==> config.mk <==
export PLATFORM = sky130hd
export DESIGN_NAME = first_fit_partition_allocator
export DESIGN_NICKNAME = d
export VERILOG_FILES = /design/src/design/ffpa_pkg.sv /design/src/design/first_fit_partition_allocator.sv /design/src/design/ffpa_ctrl.sv /design/src/design/ffpa_datapath.sv
export SDC_FILE = /design/constraint.sdc
export NUM_CORES = 1
export LEC_CHECK = 0
export ABC_CLOCK_PERIOD_IN_PS = 4050
export BUFFER_PORTS_ARGS = -buffer_cell sky130_fd_sc_hd__buf_4
export CAP_MARGIN = 25
export CORE_MARGIN = 2
export CORE_UTILIZATION = 30
export DETAILED_ROUTE_END_ITERATION = 10
export PLACE_DENSITY = 0.47
export SYNTH_ARGS = -nofsm -noshare
export SYNTH_HDL_FRONTEND = slang
export SYNTH_SLANG_ARGS = --single-unit
==> constraint.sdc <==
create_clock -name clk -period 4.05 [get_ports clk]
set_clock_uncertainty 0.2 [all_clocks]
set_input_delay 0.81 -clock clk [delete_from_list [all_inputs] [get_ports clk]]
set_output_delay 0.81 -clock clk [all_outputs]
set_load 0.02 [all_outputs]
==> src/design/ffpa_pkg.sv <==
// Shared types, widths and defaults for the first-fit partition allocator.
package ffpa_pkg;

  localparam int DEF_NUM_SLOTS = 16;
  localparam int DEF_MAX_BYTES = 1024;

  localparam int SLOT_W   = 4;
  localparam int SIZE_W   = 11;
  localparam int LEFT_W   = 10;
  localparam int INT_W    = 14;
  localparam int FREE_W   = 15;
  localparam int REF_W    = 16;
  localparam int CFG_W    = 5;

  localparam logic [CFG_W-1:0]  CFG_RESET = 5'd16;
  localparam logic [LEFT_W-1:0] LEFT_MAX  = '1;
  localparam logic [INT_W-1:0]  INT_MAX   = '1;
  localparam logic [FREE_W-1:0] FREE_MAX  = '1;
  localparam logic [REF_W-1:0]  REF_MAX   = '1;

  localparam logic FUNC_LOAD  = 1'b0;
  localparam logic FUNC_ALLOC = 1'b1;

  typedef struct packed {
    logic              func;
    logic [SLOT_W-1:0] block_slot;
    logic [SIZE_W-1:0] block_bytes;
    logic [SIZE_W-1:0] request_bytes;
  } in_t;

  typedef struct packed {
    logic              granted;
    logic [SLOT_W-1:0] chosen_slot;
    logic [LEFT_W-1:0] leftover_bytes;
    logic [INT_W-1:0]  internal_total;
    logic [FREE_W-1:0] free_total;
    logic [REF_W-1:0]  refused_count;
  } out_t;

  typedef struct packed {
    logic capture;
    logic write;
    logic scan;
    logic finish;
  } cmd_t;

  typedef struct packed {
    logic func;
    logic scan_done;
    logic out_free;
  } stat_t;

endpackage

==> src/design/first_fit_partition_allocator.sv <==
// Top level of the first-fit fixed-partition allocator.
// Each request produces exactly one result. Load and allocate requests take the same path:
// a load state that writes the partition table for loads only, then a first-fit scan that
// reads the partition size memory one entry per cycle and also rebuilds the free total.
// The scan covers blocks_in_use partitions (capped at NUM_SLOTS); a final state then
// registers the result, and the controller returns to idle to accept the next request.
// The last step waits while the output register still holds a result that has not been
// taken. A new request is accepted while the previous result still waits in the output
// register. Reset clears the table at once through per-partition loaded bits, so no
// clearing pass is needed.
module first_fit_partition_allocator #(
  parameter int NUM_SLOTS = ffpa_pkg::DEF_NUM_SLOTS,
  parameter int MAX_BYTES = ffpa_pkg::DEF_MAX_BYTES
) (
  input  logic                       clk,
  input  logic                       rst,
  input  logic                       in_valid,
  output logic                       in_ready,
  input  ffpa_pkg::in_t              in_item,
  output logic                       out_valid,
  input  logic                       out_ready,
  output ffpa_pkg::out_t             out_item,
  input  logic                       cfg_we,
  input  logic [ffpa_pkg::CFG_W-1:0] cfg_wdata
);
  import ffpa_pkg::*;

  cmd_t  cmd;
  stat_t stat;

  ffpa_ctrl u_ctrl (
    .clk      (clk),
    .rst      (rst),
    .in_valid (in_valid),
    .in_ready (in_ready),
    .stat     (stat),
    .cmd      (cmd)
  );

  ffpa_datapath #(
    .NUM_SLOTS (NUM_SLOTS),
    .MAX_BYTES (MAX_BYTES)
  ) u_datapath (
    .clk       (clk),
    .rst       (rst),
    .in_item   (in_item),
    .out_valid (out_valid),
    .out_ready (out_ready),
    .out_item  (out_item),
    .cfg_we    (cfg_we),
    .cfg_wdata (cfg_wdata),
    .cmd       (cmd),
    .stat      (stat)
  );

endmodule

==> src/design/ffpa_ctrl.sv <==
// Controller state machine sequencing load, table scan and result hand-off.
module ffpa_ctrl (
  input  logic           clk,
  input  logic           rst,
  input  logic           in_valid,
  output logic           in_ready,
  input  ffpa_pkg::stat_t stat,
  output ffpa_pkg::cmd_t  cmd
);
  import ffpa_pkg::*;

  localparam logic [1:0] ST_IDLE = 2'd0;
  localparam logic [1:0] ST_LOAD = 2'd1;
  localparam logic [1:0] ST_SCAN = 2'd2;
  localparam logic [1:0] ST_FIN  = 2'd3;

  logic [1:0] state;
  logic [1:0] state_next;

  always_comb begin
    state_next = state;
    cmd        = '0;
    in_ready   = 1'b0;
    unique case (state)
      ST_IDLE: begin
        in_ready = 1'b1;
        if (in_valid) begin
          cmd.capture = 1'b1;
          state_next  = ST_LOAD;
        end
      end
      ST_LOAD: begin
        cmd.write  = (stat.func == FUNC_LOAD);
        state_next = ST_SCAN;
      end
      ST_SCAN: begin
        cmd.scan = 1'b1;
        if (stat.scan_done) begin
          state_next = ST_FIN;
        end
      end
      ST_FIN: begin
        if (stat.out_free) begin
          cmd.finish = 1'b1;
          state_next = ST_IDLE;
        end
      end
      default: state_next = ST_IDLE;
    endcase
  end

  always_ff @(posedge clk) begin
    if (rst) begin
      state <= ST_IDLE;
    end else begin
      state <= state_next;
    end
  end

endmodule

==> src/design/ffpa_datapath.sv <==
// Datapath: partition size memory, used bits, scan evaluation, totals and output register.
module ffpa_datapath #(
  parameter int NUM_SLOTS = ffpa_pkg::DEF_NUM_SLOTS,
  parameter int MAX_BYTES = ffpa_pkg::DEF_MAX_BYTES
) (
  input  logic                           clk,
  input  logic                           rst,
  input  ffpa_pkg::in_t                  in_item,
  output logic                           out_valid,
  input  logic                           out_ready,
  output ffpa_pkg::out_t                 out_item,
  input  logic                           cfg_we,
  input  logic [ffpa_pkg::CFG_W-1:0]     cfg_wdata,
  input  ffpa_pkg::cmd_t                 cmd,
  output ffpa_pkg::stat_t                stat
);
  import ffpa_pkg::*;

  localparam int SW = (NUM_SLOTS > 1) ? $clog2(NUM_SLOTS) : 1;
  localparam int CW = $clog2(NUM_SLOTS + 1);

  logic [SIZE_W-1:0] mem [NUM_SLOTS];
  logic [NUM_SLOTS-1:0] loaded;
  logic [NUM_SLOTS-1:0] used;

  logic [CFG_W-1:0]  blocks_in_use;
  in_t               item;
  logic [CW-1:0]     scan_n;
  logic [CW-1:0]     issue_idx;
  logic [SW-1:0]     rd_idx;
  logic              rd_live;
  logic [SIZE_W-1:0] rd_size;
  logic              rd_loaded;
  logic              found;
  logic [SW-1:0]     chosen;
  logic [LEFT_W-1:0] left;
  logic [FREE_W-1:0] free_acc;
  logic [INT_W-1:0]  internal_sum;
  logic [REF_W-1:0]  refused_sum;

  logic [31:0]       slot_wide;
  logic [SW-1:0]     wr_addr;
  logic              slot_ok;
  logic [SIZE_W-1:0] bytes_clamped;
  logic              rd_en;
  logic [SIZE_W-1:0] cur_size;
  logic              cur_used;
  logic              fit;
  logic [SIZE_W-1:0] diff;
  logic [FREE_W:0]   free_sum_w;
  logic [INT_W:0]    int_sum_w;
  logic [INT_W-1:0]  internal_next;
  logic [REF_W-1:0]  refused_next;
  logic              grant;

  assign slot_wide     = 32'(item.block_slot);
  assign wr_addr       = slot_wide[SW-1:0];
  assign slot_ok       = (slot_wide < NUM_SLOTS);
  assign bytes_clamped = (32'(item.block_bytes) > MAX_BYTES) ? SIZE_W'(MAX_BYTES)
                                                             : item.block_bytes;
  assign rd_en         = cmd.scan && (issue_idx < scan_n);

  assign cur_size   = rd_loaded ? rd_size : '0;
  assign cur_used   = used[rd_idx];
  assign fit        = rd_live && !found && (item.func == FUNC_ALLOC) && !cur_used
                      && (cur_size != '0) && (cur_size >= item.request_bytes);
  assign diff       = cur_size - item.request_bytes;
  assign free_sum_w = {1'b0, free_acc} + (FREE_W + 1)'(cur_size);
  assign int_sum_w  = {1'b0, internal_sum} + (INT_W + 1)'(left);
  assign grant      = found && (item.func == FUNC_ALLOC);

  always_comb begin
    internal_next = internal_sum;
    refused_next  = refused_sum;
    if (item.func == FUNC_ALLOC) begin
      if (found) begin
        internal_next = (int_sum_w > (INT_W + 1)'(INT_MAX)) ? INT_MAX : int_sum_w[INT_W-1:0];
      end else if (refused_sum != REF_MAX) begin
        refused_next = refused_sum + 1'b1;
      end
    end
  end

  assign stat.func      = item.func;
  assign stat.scan_done = (issue_idx == scan_n) && !rd_live;
  assign stat.out_free  = !out_valid || out_ready;

  always_ff @(posedge clk) begin
    if (cmd.write && slot_ok) begin
      mem[wr_addr] <= bytes_clamped;
    end
    if (rd_en) begin
      rd_size <= mem[issue_idx[SW-1:0]];
    end
  end

  always_ff @(posedge clk) begin
    if (cmd.capture) begin
      item   <= in_item;
      scan_n <= (32'(blocks_in_use) > NUM_SLOTS) ? CW'(NUM_SLOTS) : CW'(blocks_in_use);
    end
    if (rd_en) begin
      rd_idx    <= issue_idx[SW-1:0];
      rd_loaded <= loaded[issue_idx[SW-1:0]];
    end
    if (fit) begin
      chosen <= rd_idx;
      left   <= (diff > SIZE_W'(LEFT_MAX)) ? LEFT_MAX : diff[LEFT_W-1:0];
    end
    if (cmd.finish) begin
      out_item.granted        <= grant;
      out_item.chosen_slot    <= grant ? SLOT_W'(32'(chosen)) : '0;
      out_item.leftover_bytes <= grant ? left : '0;
      out_item.internal_total <= internal_next;
      out_item.free_total     <= free_acc;
      out_item.refused_count  <= refused_next;
    end
  end

  always_ff @(posedge clk) begin
    if (rst) begin
      blocks_in_use <= CFG_RESET;
      loaded        <= '0;
      used          <= '0;
      issue_idx     <= '0;
      rd_live       <= 1'b0;
      found         <= 1'b0;
      free_acc      <= '0;
      internal_sum  <= '0;
      refused_sum   <= '0;
      out_valid     <= 1'b0;
    end else begin
      if (cfg_we) begin
        blocks_in_use <= cfg_wdata;
      end
      if (cmd.capture) begin
        issue_idx <= '0;
        rd_live   <= 1'b0;
        found     <= 1'b0;
        free_acc  <= '0;
      end else begin
        rd_live <= rd_en;
        if (rd_en) begin
          issue_idx <= issue_idx + 1'b1;
        end
        if (fit) begin
          found <= 1'b1;
        end else if (rd_live && !cur_used) begin
          free_acc <= (free_sum_w > (FREE_W + 1)'(FREE_MAX)) ? FREE_MAX
                                                              : free_sum_w[FREE_W-1:0];
        end
      end
      if (cmd.write && slot_ok) begin
        loaded[wr_addr] <= 1'b1;
        used[wr_addr]   <= 1'b0;
      end
      if (cmd.finish && grant) begin
        used[chosen] <= 1'b1;
      end
      if (cmd.finish) begin
        internal_sum <= internal_next;
        refused_sum  <= refused_next;
      end
      if (cmd.finish) begin
        out_valid <= 1'b1;
      end else if (out_ready) begin
        out_valid <= 1'b0;
      end
    end
  end

  a_finish_needs_room: assert property (@(posedge clk) disable iff (rst)
    cmd.finish |-> (!out_valid || out_ready))
    else $error("result register overwritten while occupied");

  a_read_in_range: assert property (@(posedge clk) disable iff (rst)
    rd_live |-> (CW'(rd_idx) < scan_n))
    else $error("scan read beyond the scanned partitions");

  a_refusal_clean: assert property (@(posedge clk) disable iff (rst)
    (out_valid && !out_item.granted) |->
      (out_item.chosen_slot == '0 && out_item.leftover_bytes == '0))
    else $error("refused or load result carries a slot or leftover");

  a_internal_monotonic: assert property (@(posedge clk) disable iff (rst)
    1'b1 |=> (internal_sum >= $past(internal_sum)))
    else $error("internal fragmentation total decreased");

endmodule
==> flow_summary.yaml <==
timing:
  rsz0062_at_grt: "no"
  worst_slack_ns: 0.5138
  whs_ns: 0.2293
  drv_slew: 0
  fmax_ghz: 0.2828
  fin_crit_sh_pct: 87.31
  worstMarginPinSlew_ns: 1.009
  period_needed_ns: 3.536
  slew_headroom_pct: 32.56
  final-hold-violation-count: 0
  tns_ns: 0
  setup_viol: 0
setup_path:
  crit_fanout: 12
  cp-end-kind: "flop"
  crit_type: "reg2reg"
  startpoint_type: "flop"
  critPathMaxStageDelay_ns: 0.59
  slowest_stage: "xor2_1"
  path_cells: "nand2_1 -> ha_1 -> inv_1 -> fa_1 -> a21o_1 -> a21oi_1 -> o221ai_1 -> a21o_1 -> a21oi_1 -> xor2_1 -> nand2b_1"
  crit_buf_inv: 1
  required_ns: 4.13
  crit_family: "compound AO/OA/AOI/OAI gates"
  worst-endpoint-arrival_ns: 3.61
finish:
  drive_above_1_share_pct: 21.82
  final_cell_area_mm2: 0.01956
  fin_nets: 1371
  antenna_cells: 0
  areaGrowthSynthToFinish_pct: 19.16
  seq_area_mm2: 0.01080
  fill_cells: 5151
  multi_input_area_mm2: 0.005386
pwr:
  power_w: 0.01025
  internal_power_w: 0.007578
  p_sw_w: 0.002676
  p_sw_share_pct: 26.10
  ir_worst_vdd_mv: 0.2559
  total_leakage_power_nw: 6.789
  power_frac_clock_pct: 37.6
  power_frac_seq_pct: 48.0
  p_comb_share_pct: 14.4
  powerDensity_mw_per_mm2: 524.3
route:
  drt-initial-drc-count: 581
  ant_nets: 0
  wirelength_um: 38250
  viasPerCell: 4.832
  drt_pass1_iterations: 4
  wl_per_cell_um: 18.98
  dr_total_vias: 9742
  drc: 0
floorplan:
  rows: 85
  fp.coreArea_mm2: 0.05392
  dieArea_mm2: 0.05659
  io_pins: 99
  initial_utilization_pct: 30.44
  die_w_um: 237.9
  fp.dieH_um: 237.9
grt:
  grt_max_degree: 54
  grt_pass1_vias: 9965
  grt.total_usage_pct: 13.70
  grt-ovfl-total: 0
  antenna_found_initial: 0
  grt_pass1_wl_um: 59330
yosys:
  avgSynthCellArea_um2: 14.15
  async_flop_share_pct: 0
  ys_ff_latch: 390
  netlist_area_mm2: 0.01641
  synth_edf_count: 298
  synth_fp_nets: 1243
  synth-main-ff-cell: "edfxtp_1"
  synth_cell_types: 63
  yosysWarnings: 0
  syn_inst: 1160
  synth-seq-area-share_pct: 65.75
clocking:
  cts_tree: "done"
  cts.sinks: 390
  cts_resized: 0
  cts-root-buf: "clkbuf_16"
  path_clk_slew_ns: 0.06
  cts_max_path_buffers: 3
  htree_num_levels: 2
  hold_buffers: 0
  post-cts-setup-buffer-count: 0
  cts-buffers-inserted: 43
  clock_latency_ns: 0.56
placement:
  place_ws_ns: 0.5194
  dpl.hpwl_um: 25220
  numPortBuffers: 98
  gp_congestion: 0.8060
  placed_cell_area_mm2: 0.01818
outcome:
  outcome: "finished clean"
job:
  cap_violations: 0
min_path:
  holdCritPathClass: "in2reg"
==> placed cells by master (no fill, tap or decap), types with 37 or more instances in the layout <==
cell,synthesis,layout
a21oi_1,49,49
buf_4,0,128
clkbuf_16,0,43
dfxtp_1,92,90
edfxtp_1,298,298
ha_1,43,43
mux4_2,64,64
nand2_1,59,59
nor2_1,140,128
o21ai_0,37,37
==> layout make-up <==
class	instances	share of cell area (%)
clock buffer	56	5.956
sequential	390	55.20
timing repair buffer	130	5.118
clock inverter	21	1.056
inverter	35	0.6718
multi-input combinational	688	27.54
tap	696	4.453
==> worst reg2reg max path, stage by stage (launching register included) <==
cell and delay [ns]:
edfxtp_1 0.51, nand2_1 0.14, ha_1 0.16, inv_1 0.05, fa_1 0.40, a21o_1 0.18
a21oi_1 0.31, o221ai_1 0.24, a21o_1 0.21, a21oi_1 0.16, xor2_1 0.59, nand2b_1 0.13
==> synth_stat cells, types with 2 or more instances <==
cell       instances  share of area (%)
o2111ai_1          2               0.11
and2_1            15               0.57
mux2_2             3               0.21
mux2i_1           10               0.61
o21bai_1           4               0.18
a21oi_1           49                1.5
a21boi_0           2              0.091
o311a_1            2               0.12
ha_1              43                3.3
inv_1             34               0.78
a21o_1             7               0.32
nor2b_1           29                1.1
dfxtp_1           92                 11
or2_2              3               0.11
or2_1              3               0.11
a31oi_1           11               0.42
a311oi_1           8               0.43
buf_2              3              0.091
o31ai_1            3               0.14
clkbuf_1          38               0.87
buf_1              6               0.14
a211oi_1          17               0.78
xnor2_1           25                1.3
nor2_1           140                3.2
o21ai_0           37                1.1
nand3_1           19               0.58
nor4_1             2              0.076
nand2b_1          12               0.46
fa_1               3               0.37
nor3_1            27               0.82
o21a_1             5               0.23
xor2_1            22                1.2
mux4_2            64                8.8
nand2_1           59                1.3
and3_1            18               0.69
nand4_1           10               0.38
nor3b_1            2              0.091
or3_1              7               0.27
nand3b_1           3               0.14
edfxtp_1         298                 55
==> logic make-up (layout without fill, tap and decap cells) <==
group | Yosys count | in the layout | share of synthesized area, %
flip-flops | 390 | 390 | 65.75
AND/OR/NAND/NOR | 360 | 360 | 10.58
AO/OA/AOI/OAI | 158 | 158 | 6.023
buffers and inverters | 82 | 242 | 1.898
multiplexers | 77 | 77 | 9.598
XOR/XNOR | 47 | 47 | 2.508
adder cells (fa/ha/maj) | 46 | 46 | 3.644
==> sequential cells by signal (all words and copies together), names as in the netlist, 2 cells and up <==
register / flops
u_datapath.scan_n: 5
u_datapath.out_item: 60
u_datapath.internal_sum: 14
u_datapath.chosen: 4
u_datapath.blocks_in_use: 5
u_datapath.refused_sum: 16
u_ctrl.state: 2
u_datapath.rd_idx: 4
u_datapath.item: 22
u_datapath.used: 16
u_datapath.rd_size: 11
u_datapath.issue_idx: 5
u_datapath.wr_addr: 4
u_datapath.loaded: 16
u_datapath.free_acc: 15
u_datapath.left: 10
u_datapath.mem: 176
==> path summary, 6_finish.rpt <==
check,from,to,slack [ns],depth (start not counted)
worst min-delay path,in_item[24],u_datapath.wr_addr[2]$_DFFE_PP_,0.23,1
worst min register to register,u_datapath.loaded[8]$_SDFFE_PP0P_,u_datapath.loaded[8]$_SDFFE_PP0P_,0.27,2
worst max register to register,u_datapath.rd_loaded$_DFFE_PP_,u_datapath.left[1]$_SDFFCE_PN1P_,0.51,11
worst max-delay path,u_datapath.rd_loaded$_DFFE_PP_,u_datapath.left[1]$_SDFFCE_PN1P_,0.51,11
==> power by group through the flow <==
| stage | sequential [W] | clock [W] | combinational [W] |
|---|---|---|---|
| final | 0.00492 | 0.00386 | 0.00148 |
| after global routing | 0.00496 | 0.00413 | 0.00163 |
| after CTS | 0.00493 | 0.00398 | 0.00151 |
| after detailed placement | 0.00501 | 0 | 0.00151 |
| after global placement | 0.00501 | 0 | 0.00149 |
| after floorplan | 0.00497 | 0 | 0.000951 |
==> routing by layer <==
layer / share of wire [%] / wire length, um / GRT usage, % / vias up
met5: 0 / 0 / 0 / -
met2: 48 / 18370 / 22.93 / 199
li1: - / - / - / 4605
met3: 4.2 / 1613 / 2.441 / 61
met1: 45 / 17360 / 18.00 / 4877
met4: 2.4 / 914 / 4.555 / 0
==> through the flow <==
step | utilization, % | cells
floorplan | - | 1160
CTS | 36.25 | 2015
finish | 36.27 | 2016
global placement | 33.71 | 1938
global route | 36.27 | 2016
detailed placement | 33.71 | 1938
Power figures use the tool's default switching activity.
